**config.mk**
```make
export PLATFORM = sky130hd
export DESIGN_NAME = rmat_edge_generator
export DESIGN_NICKNAME = d
export VERILOG_FILES = /design/src/design/rmat_pkg.sv /design/src/design/rmat_edge_generator.sv /design/src/design/rmat_regs.sv /design/src/design/rmat_dpath.sv /design/src/design/rmat_ctrl.sv
export SDC_FILE = /design/constraint.sdc
export NUM_CORES = 1
export LEC_CHECK = 0
export ABC_AREA = 0
export BUFFER_PORTS_ARGS = -buffer_cell sky130_fd_sc_hd__buf_2
export CORE_UTILIZATION = 60
export CTS_CLUSTER_DIAMETER = 80
export DETAILED_ROUTE_END_ITERATION = 10
export PLACE_DENSITY = 0.86
export REMOVE_ABC_BUFFERS = 1
export SLEW_MARGIN = 30
export SYNTH_ARGS = -nofsm -noshare
export SYNTH_HDL_FRONTEND = slang
export SYNTH_SLANG_ARGS = --single-unit
```
**constraint.sdc**
```tcl
create_clock -name aclk -period 13.85 [get_ports aclk]
set_input_delay 4.155 -clock aclk [delete_from_list [all_inputs] [get_ports aclk]]
set_output_delay 4.155 -clock aclk [all_outputs]
set_load 0.005 [all_outputs]
```
**src/design/rmat_pkg.sv**
```systemverilog
// ----------------------------------------------------------------------------
// rmat_pkg
// Shared types and constants of the R-MAT edge generator.
// ----------------------------------------------------------------------------
package rmat_pkg;

    // field widths
    localparam int VTX_W  = 30;
    localparam int THR_W  = 54;
    localparam int LVL_CW = 5;
    localparam int SEED_W = 64;
    localparam int FRAC_W = 53;

    // configuration port
    localparam int APB_AW = 6;
    localparam int APB_DW = 64;

    // register indexes (byte address = 8 * index)
    localparam logic [2:0] REG_SEED    = 3'd0;
    localparam logic [2:0] REG_LEVELS  = 3'd1;
    localparam logic [2:0] REG_THR_A   = 3'd2;
    localparam logic [2:0] REG_THR_AB  = 3'd3;
    localparam logic [2:0] REG_THR_ABC = 3'd4;

    // generator mixing constant and register reset values
    localparam logic [SEED_W-1:0] SEED_MIX    = 64'hdeadbeefcafe1234;
    localparam logic [LVL_CW-1:0] LEVELS_RST  = 5'd20;
    localparam logic [THR_W-1:0]  THR_A_RST   = 54'd5134103575202366;
    localparam logic [THR_W-1:0]  THR_AB_RST  = 54'd6845471433603154;
    localparam logic [THR_W-1:0]  THR_ABC_RST = 54'd8556839292003943;

    // configuration registers as seen by the datapath
    typedef struct packed {
        logic [SEED_W-1:0] seed;
        logic [LVL_CW-1:0] levels;
        logic [THR_W-1:0]  thr_a;
        logic [THR_W-1:0]  thr_ab;
        logic [THR_W-1:0]  thr_abc;
    } cfg_t;

    // controller to datapath
    typedef struct packed {
        logic start;      // item taken: load level count, clear coordinates
        logic load_seed;  // reload generator from seed
        logic draw;       // one level: draw and update coordinates
        logic emit;       // hand the finished pair to the output stage
    } dp_cmd_t;

    // datapath to controller
    typedef struct packed {
        logic lvl_zero;   // no levels left
        logic self_loop;  // row equals column
        logic out_busy;   // output stage still holds a pair
    } dp_sts_t;

    // one xorshift64 step (13, 7, 17)
    function automatic logic [SEED_W-1:0] xorshift64(input logic [SEED_W-1:0] x);
        logic [SEED_W-1:0] t;
        t = x ^ (x << 13);
        t = t ^ (t >> 7);
        t = t ^ (t << 17);
        return t;
    endfunction

endpackage

```
**src/design/rmat_edge_generator.sv**
```systemverilog
// ----------------------------------------------------------------------------
// rmat_edge_generator
// R-MAT edge generator driven by a 64-bit xorshift generator.
// ----------------------------------------------------------------------------
// Usage:
//   Each item on the s_ channel is one trial; s_tdata[0] set reloads the
//   generator from seed XOR a fixed constant before the trial.
//   The trial walks the configured number of levels (clamped to MAX_LEVELS),
//   one xorshift draw and quadrant decision per cycle. A trial takes the
//   item, draws once per level and then finishes; the serial chain of
//   generator draws sets how long it runs.
//   A trial that lands on the diagonal gives nothing; otherwise two items
//   leave on the m_ channel, (src,dst) and then (dst,src) with m_tlast high.
//   The pair sits in an output stage, so the next trial runs while it
//   drains; a trial finishing with the stage still full waits there.
//   A stalled receiver thus holds the block after at most one more off-diagonal trial.
//   Reset loads the register defaults, empties the output stage and sets the generator
//   state to the constant (seed zero). Registers sit on the APB port at byte address
//   8*index; the user must write them only while idle, the block does not enforce it.
// ----------------------------------------------------------------------------
module rmat_edge_generator
    import rmat_pkg::*;
#(
    parameter int MAX_LEVELS = 30
) (
    input  logic              aclk,
    input  logic              aresetn,
    // configuration
    input  logic              psel,
    input  logic              penable,
    input  logic              pwrite,
    input  logic [APB_AW-1:0] paddr,
    input  logic [APB_DW-1:0] pwdata,
    output logic [APB_DW-1:0] prdata,
    output logic              pready,
    // trial requests
    input  logic              s_tvalid,
    output logic              s_tready,
    input  logic [7:0]        s_tdata,   // [0] reseed, [7:1] zero
    // edges
    output logic              m_tvalid,
    input  logic              m_tready,
    output logic [63:0]       m_tdata,   // [29:0] src_vertex, [59:30] dst_vertex, [63:60] zero
    output logic              m_tlast
);

    cfg_t    cfg;
    dp_cmd_t cmd;
    dp_sts_t sts;

    rmat_regs u_regs (
        .aclk    (aclk),
        .aresetn (aresetn),
        .psel    (psel),
        .penable (penable),
        .pwrite  (pwrite),
        .paddr   (paddr),
        .pwdata  (pwdata),
        .prdata  (prdata),
        .pready  (pready),
        .cfg     (cfg)
    );

    rmat_ctrl u_ctrl (
        .aclk     (aclk),
        .aresetn  (aresetn),
        .s_tvalid (s_tvalid),
        .s_tready (s_tready),
        .reseed   (s_tdata[0]),
        .sts      (sts),
        .cmd      (cmd)
    );

    rmat_dpath #(
        .MAX_LEVELS (MAX_LEVELS)
    ) u_dpath (
        .aclk     (aclk),
        .aresetn  (aresetn),
        .cfg      (cfg),
        .cmd      (cmd),
        .sts      (sts),
        .m_tvalid (m_tvalid),
        .m_tready (m_tready),
        .m_tdata  (m_tdata),
        .m_tlast  (m_tlast)
    );

endmodule

```
**src/design/rmat_regs.sv**
```systemverilog
// ----------------------------------------------------------------------------
// rmat_regs
// APB register file: seed, level count and the three quadrant thresholds.
// ----------------------------------------------------------------------------
module rmat_regs
    import rmat_pkg::*;
(
    input  logic              aclk,
    input  logic              aresetn,
    input  logic              psel,
    input  logic              penable,
    input  logic              pwrite,
    input  logic [APB_AW-1:0] paddr,
    input  logic [APB_DW-1:0] pwdata,
    output logic [APB_DW-1:0] prdata,
    output logic              pready,
    output cfg_t              cfg
);

    cfg_t       cfg_reg;
    logic       wr_en;
    logic [2:0] reg_idx;

    assign pready  = 1'b1;
    assign wr_en   = psel & penable & pwrite;
    assign reg_idx = paddr[5:3];
    assign cfg     = cfg_reg;

    // register writes
    always_ff @(posedge aclk) begin
        if (!aresetn) begin
            cfg_reg.seed    <= '0;
            cfg_reg.levels  <= LEVELS_RST;
            cfg_reg.thr_a   <= THR_A_RST;
            cfg_reg.thr_ab  <= THR_AB_RST;
            cfg_reg.thr_abc <= THR_ABC_RST;
        end else if (wr_en) begin
            case (reg_idx)
                REG_SEED:    cfg_reg.seed    <= pwdata;
                REG_LEVELS:  cfg_reg.levels  <= pwdata[LVL_CW-1:0];
                REG_THR_A:   cfg_reg.thr_a   <= pwdata[THR_W-1:0];
                REG_THR_AB:  cfg_reg.thr_ab  <= pwdata[THR_W-1:0];
                REG_THR_ABC: cfg_reg.thr_abc <= pwdata[THR_W-1:0];
                default: ;
            endcase
        end
    end

    // read mux
    always_comb begin
        case (reg_idx)
            REG_SEED:    prdata = cfg_reg.seed;
            REG_LEVELS:  prdata = APB_DW'(cfg_reg.levels);
            REG_THR_A:   prdata = APB_DW'(cfg_reg.thr_a);
            REG_THR_AB:  prdata = APB_DW'(cfg_reg.thr_ab);
            REG_THR_ABC: prdata = APB_DW'(cfg_reg.thr_abc);
            default:     prdata = '0;
        endcase
    end

endmodule

```
**src/design/rmat_dpath.sv**
```systemverilog
// ----------------------------------------------------------------------------
// rmat_dpath
// Generator state, level counter, row/column accumulation and output stage.
// ----------------------------------------------------------------------------
module rmat_dpath
    import rmat_pkg::*;
#(
    parameter int MAX_LEVELS = 30
) (
    input  logic               aclk,
    input  logic               aresetn,
    input  cfg_t               cfg,
    input  dp_cmd_t            cmd,
    output dp_sts_t            sts,
    output logic               m_tvalid,
    input  logic               m_tready,
    output logic [63:0]        m_tdata,  // [29:0] src_vertex, [59:30] dst_vertex, [63:60] zero
    output logic               m_tlast
);

    localparam int LVL_W = $clog2(MAX_LEVELS + 1);

    logic [SEED_W-1:0] prng_reg, prng_next;
    logic [LVL_W-1:0]  lvl_reg, lvl_next;
    logic [VTX_W-1:0]  u_reg, u_next, v_reg, v_next;

    logic [SEED_W-1:0] draw_x;
    logic [FRAC_W-1:0] frac;
    logic              lt_a, lt_ab, lt_abc;
    logic [LVL_W-1:0]  bit_idx;
    logic [VTX_W:0]    step_w;
    logic [VTX_W-1:0]  step;
    logic [LVL_W-1:0]  lvl_init;

    logic              out_valid_reg, out_phase_reg;
    logic [VTX_W-1:0]  out_u_reg, out_v_reg;

    // level count clamped to the configured maximum
    always_comb begin
        if ({1'b0, cfg.levels} > (LVL_CW + 1)'(MAX_LEVELS)) begin
            lvl_init = LVL_W'(MAX_LEVELS);
        end else begin
            lvl_init = LVL_W'(cfg.levels);
        end
    end

    // one draw: next state, 53-bit fraction, quadrant tests
    assign draw_x  = xorshift64(prng_reg);
    assign frac    = draw_x[SEED_W-1:SEED_W-FRAC_W];
    assign lt_a    = {1'b0, frac} < cfg.thr_a;
    assign lt_ab   = {1'b0, frac} < cfg.thr_ab;
    assign lt_abc  = {1'b0, frac} < cfg.thr_abc;
    assign bit_idx = lvl_reg - LVL_W'(1);
    assign step_w  = (VTX_W + 1)'(1) << bit_idx;
    assign step    = step_w[VTX_W-1:0];  // bit VTX_W of the shifted one is dropped to fit the vertex range

    // next-state logic
    always_comb begin
        prng_next = prng_reg;
        lvl_next  = lvl_reg;
        u_next    = u_reg;
        v_next    = v_reg;
        if (cmd.load_seed) begin
            prng_next = cfg.seed ^ SEED_MIX;
        end
        if (cmd.start) begin
            lvl_next = lvl_init;
            u_next   = '0;
            v_next   = '0;
        end
        if (cmd.draw) begin
            prng_next = draw_x;
            lvl_next  = lvl_reg - LVL_W'(1);
            if (lt_a) begin
                // quadrant a: no move
            end else if (lt_ab) begin
                v_next = v_reg | step;
            end else if (lt_abc) begin
                u_next = u_reg | step;
            end else begin
                u_next = u_reg | step;
                v_next = v_reg | step;
            end
        end
    end

    // generator state
    always_ff @(posedge aclk) begin
        if (!aresetn) begin
            prng_reg <= SEED_MIX;
        end else begin
            prng_reg <= prng_next;
        end
    end

    // level counter
    always_ff @(posedge aclk) begin
        if (!aresetn) begin
            lvl_reg <= '0;
        end else begin
            lvl_reg <= lvl_next;
        end
    end

    // coordinates
    always_ff @(posedge aclk) begin
        u_reg <= u_next;
        v_reg <= v_next;
    end

    // output stage: holds one pair, sends (u,v) then (v,u)
    always_ff @(posedge aclk) begin
        if (!aresetn) begin
            out_valid_reg <= 1'b0;
            out_phase_reg <= 1'b0;
        end else if (cmd.emit) begin
            out_valid_reg <= 1'b1;
            out_phase_reg <= 1'b0;
        end else if (out_valid_reg && m_tready) begin
            if (out_phase_reg) begin
                out_valid_reg <= 1'b0;
            end
            out_phase_reg <= ~out_phase_reg;
        end
    end

    always_ff @(posedge aclk) begin
        if (cmd.emit) begin
            out_u_reg <= u_reg;
            out_v_reg <= v_reg;
        end
    end

    assign m_tvalid = out_valid_reg;
    assign m_tlast  = out_phase_reg;
    assign m_tdata  = out_phase_reg ? {4'b0, out_u_reg, out_v_reg}
                                    : {4'b0, out_v_reg, out_u_reg};

    assign sts.lvl_zero  = (lvl_reg == '0);
    assign sts.self_loop = (u_reg == v_reg);
    assign sts.out_busy  = out_valid_reg;

    // a pair never overwrites one still in the output stage
    a_emit_free: assert property (@(posedge aclk) disable iff (!aresetn)
        cmd.emit |-> !out_valid_reg)
        else $error("pair loaded while output stage busy");

    // draws stop when the level count is spent
    a_draw_lvl: assert property (@(posedge aclk) disable iff (!aresetn)
        cmd.draw |-> lvl_reg != '0)
        else $error("draw with no levels left");

    // self-loops never reach the output
    a_no_loop: assert property (@(posedge aclk) disable iff (!aresetn)
        out_valid_reg |-> out_u_reg != out_v_reg)
        else $error("self-loop in output stage");

    // the stage empties right after the mirrored edge is taken
    a_drain: assert property (@(posedge aclk) disable iff (!aresetn)
        (out_valid_reg && out_phase_reg && m_tready) |=> !out_valid_reg)
        else $error("output stage did not drain after last edge");

endmodule

```
**src/design/rmat_ctrl.sv**
```systemverilog
// ----------------------------------------------------------------------------
// rmat_ctrl
// Trial sequencer: takes an item, runs the level draws, hands off the pair or drops a self-loop.
// ----------------------------------------------------------------------------
module rmat_ctrl
    import rmat_pkg::*;
(
    input  logic    aclk,
    input  logic    aresetn,
    input  logic    s_tvalid,
    output logic    s_tready,
    input  logic    reseed,
    input  dp_sts_t sts,
    output dp_cmd_t cmd
);

    localparam logic ST_IDLE = 1'b0;
    localparam logic ST_DRAW = 1'b1;

    logic state_reg, state_next;

    assign s_tready = (state_reg == ST_IDLE);

    // sequencing
    always_comb begin
        state_next = state_reg;
        cmd        = '0;
        case (state_reg)
            ST_IDLE: begin
                if (s_tvalid) begin
                    cmd.start     = 1'b1;
                    cmd.load_seed = reseed;
                    state_next    = ST_DRAW;
                end
            end
            ST_DRAW: begin
                if (!sts.lvl_zero) begin
                    cmd.draw = 1'b1;
                end else if (sts.self_loop) begin
                    state_next = ST_IDLE;
                end else if (!sts.out_busy) begin
                    cmd.emit   = 1'b1;
                    state_next = ST_IDLE;
                end
            end
            default: state_next = ST_IDLE;
        endcase
    end

    always_ff @(posedge aclk) begin
        if (!aresetn) begin
            state_reg <= ST_IDLE;
        end else begin
            state_reg <= state_next;
        end
    end

    // a pair is handed off only after every level has been drawn
    a_emit_done: assert property (@(posedge aclk) disable iff (!aresetn)
        cmd.emit |-> (sts.lvl_zero && !sts.self_loop))
        else $error("pair handed off before the trial finished");

    // no new item while a trial is still drawing
    a_one_trial: assert property (@(posedge aclk) disable iff (!aresetn)
        cmd.draw |-> !s_tready)
        else $error("input ready during draws");

    // the seed reload happens only with an accepted item
    a_seed_start: assert property (@(posedge aclk) disable iff (!aresetn)
        cmd.load_seed |-> cmd.start)
        else $error("seed reload outside item acceptance");

endmodule
```
==> results.yml <==
run_status:
  status: "completed"
cells_and_area:
  finish.net_count: 2869
  num-fill-cells: 2862
  largest_reg_flops: 231
  drive_above_1_share_pct: 14.2
  synthToLayoutAreaGrowth_pct: 11.8
synth:
  synth.area.top_cells: "dfxtp_1 (32%), ha_1 (8.8%), nand2_1 (8.3%)"
  synth_cells: 2518
  synth_top_area_cell: "dfxtp_1"
  syn_area_per_cell_um2: 9.06
  yosys_register_bits: 423
  synth.most_common_cell: "nand2_1"
  seq_area_frac_synth_pct: 39.8
  synthTopCellsByCount: "nand2_1 (503), dfxtp_1 (363), inv_1 (166)"
  synth.distinct_cells: 65
  synthDominantCellAreaShare_pct: 31.9
  syn_area_um2: 22800
  async_reset_ff_share_pct: 0
  yosys_warnings: 0
  ys.flop_type: "dfxtp_1"
  synth_edf_count: 60
setup_path:
  r2r_end: "u_dpath.v_reg[11]"
  setup.worst_path.start: "paddr[5]"
  crit_type: "in2out"
  crit_arrival_ps: 5980
  timing.rr.start: "u_dpath.prng_reg[22]"
  r2r_cells: 12
  required_ps: 9690
  r2r_slack_ps: 8790
  cp_common_cell: "buf_2"
  cp_cell_sequence: "buf_2 -> nand2b_1 -> nor2_4 -> buf_4 -> a22o_1 -> a221o_1 -> buf_2"
  startpoint_type: "input port"
  endpoint_kind: "output port"
  crit_path_end: "prdata[29]"
  max_stage_delay_ps: 650
  cp_max_fo: 50
  crit_slowest_cell: "buf_4"
sta:
  tightest_slew_ps: 1020
  tns_ps: 0
  max-slew-margin-rel_pct: 32.0
  finalClockSkew_ps: 17.5
  finalCritPeriodShare_pct: 73.2
  setup_violations: 0
  hold_violations: 0
  maxSlewViolCount: 0
  rsz0062_at_grt: "false"
  max_freq_ghz: 0.0987
  period_minus_slack_ps: 10140
clock_network:
  htreeDepth: 2
  holdBufCountCts: 0
  cts.clk_slew.worst_paths_ps: 60
  cts_buffers: 43
  cts.sinks: 423
  insertion_delay_ps: 580
  cts_setup_buffers: 0
  cts_tree: "done"
  cts-root-buf: "clkbuf_16"
  cts_buffer_depth: 3
  cts_resized: 0
min_path:
  min_path_type: "reg2reg"
routing:
  ant_nets: 0
  vias: 20000
  wirelength_um: 69100
  drt-initial-drc-count: 2249
  viasPerCell: 6.31
  wl_per_cell_um: 21.8
  drt_first_pass_iters: 5
  drc: 0
place:
  routabilityCongestion: 0.937
  numPortBuffers: 201
  dp_hpwl_um: 46400
power_and_ir_drop:
  powerDensity_nw_per_um2: 167
  leakage_nw: 10.4
  vdd_drop_max_uv: 101
  total_power_mw: 4.26
global_route:
  grt_pass1_vias: 19300
  gr-total-overflow: 0
  grt_pass1_wl_um: 107000
  track_usage_pct: 35.0
  antenna_found_initial: 2
  grt_max_degree: 147
floorplanning:
  rows: 71
  io_pins: 217
  die_h_um: 197
  start_util_pct: 60.7
  die_x_um: 197
  core_area_um2: 37600
  die-area_um2: 38800
flow_run:
  max-cap-violations: 0
-- cells in the final DEF (no fill, tap or decap), drive strengths merged, types with 10 or more instances in the layout --
| cell type | count |
|---|---|
| nand2 | 503 |
| dfxtp | 363 |
| buf | 220 |
| inv | 168 |
| ha | 161 |
| a21boi | 146 |
| xnor2 | 132 |
| o211ai | 86 |
| a21oi | 64 |
| nor2 | 64 |
| xor2 | 62 |
| mux2 | 61 |
| edfxtp | 60 |
| a22o | 58 |
| a221o | 56 |
| clkbuf | 56 |
| o221ai | 52 |
| o21ai | 46 |
| a32o | 42 |
| nand4 | 27 |
| nor2b | 21 |
| a21o | 19 |
| nand3 | 18 |
| and2 | 18 |
| clkinv | 17 |
| nand2b | 13 |
| nor4 | 13 |
| nor3 | 12 |
| a211oi | 10 |
-- cell type report --
cell class	instances	area, um^2	area share, %
clock inverter	24	303	1.19
sequential	423	9070	35.6
multi-input combinational	1768	12500	49.1
inverter	167	627	2.46
timing repair buffer	220	1160	4.56
tap	511	639	2.51
antenna	1	2.50	0.00981
clock buffer	56	1170	4.61
-- routing by layer --
metal / global-route usage [%] / vias up / part of all wire (%)
li1: - / 9127 / -
met1: 45.1 / 9522 / 40
met2: 57.2 / 1147 / 46
met3: 6.26 / 216 / 9.7
met4: 15.5 / 2 / 4.1
met5: 0 / - / 0.019
-- stage by stage --
stage / worst slack, ps / util (%) / cells / instance area (um^2) / hold WS [ps]
2_1_floorplan: 1910 / - / 2358 / 22200 / 442
3_3_place_gp: 3820 / 63.9 / 3089 / 24000 / 456
3_5_place_dp: 3790 / 63.9 / 3089 / 24000 / 464
4_1_cts: 3770 / 67.8 / 3169 / 25500 / 472
5_1_grt: 3680 / 67.9 / 3170 / 25500 / 487
6_report: 3710 / 67.9 / 3170 / 25500 / 473
-- cell families after synthesis --
logic type	count (synthesis)	share of synthesized area (%)
xor+xnor	195	7.55
fa+ha+maj	161	8.83
buf+inv	330	5.68
simple gates	716	13.5
flops	423	39.8
other cells	2	0.0329
mux	70	3.41
compound gates	621	21.2
-- how the worst min path moves through the flow --
| stage | from | end | slack [ps] | cells past startpoint |
|---|---|---|---|---|
| 2_1_floorplan | u_dpath.u_reg[12] | u_dpath.out_u_reg[12] | 440 | 0 |
| 3_3_place_gp | u_regs.cfg[121] | u_regs.cfg[121] | 460 | 2 |
| 3_5_place_dp | u_regs.cfg[102] | u_regs.cfg[102] | 460 | 2 |
| 4_1_cts | u_regs.cfg[102] | u_regs.cfg[102] | 470 | 2 |
| 5_1_grt | u_dpath.u_reg[10] | u_dpath.out_u_reg[10] | 490 | 0 |
| 6_report | u_regs.cfg[135] | u_regs.cfg[135] | 470 | 2 |
-- critical path, delay by kind of cell --
family	cells	cell delay (ps)
AO/OA/AOI/OAI	2	400
buffers and inverters	3	940
AND/OR/NAND/NOR	2	440
-- report_power, final --
part	internal (mW)	total, mW	leakage, nW	switching, mW
sequential	1.28	1.33	3.49	0.0497
combinational	0.643	1.70	6.19	1.06
clock	0.715	1.23	0.733	0.513
total	2.64	4.26	10.4	1.62
Power figures use the tool's default switching activity.
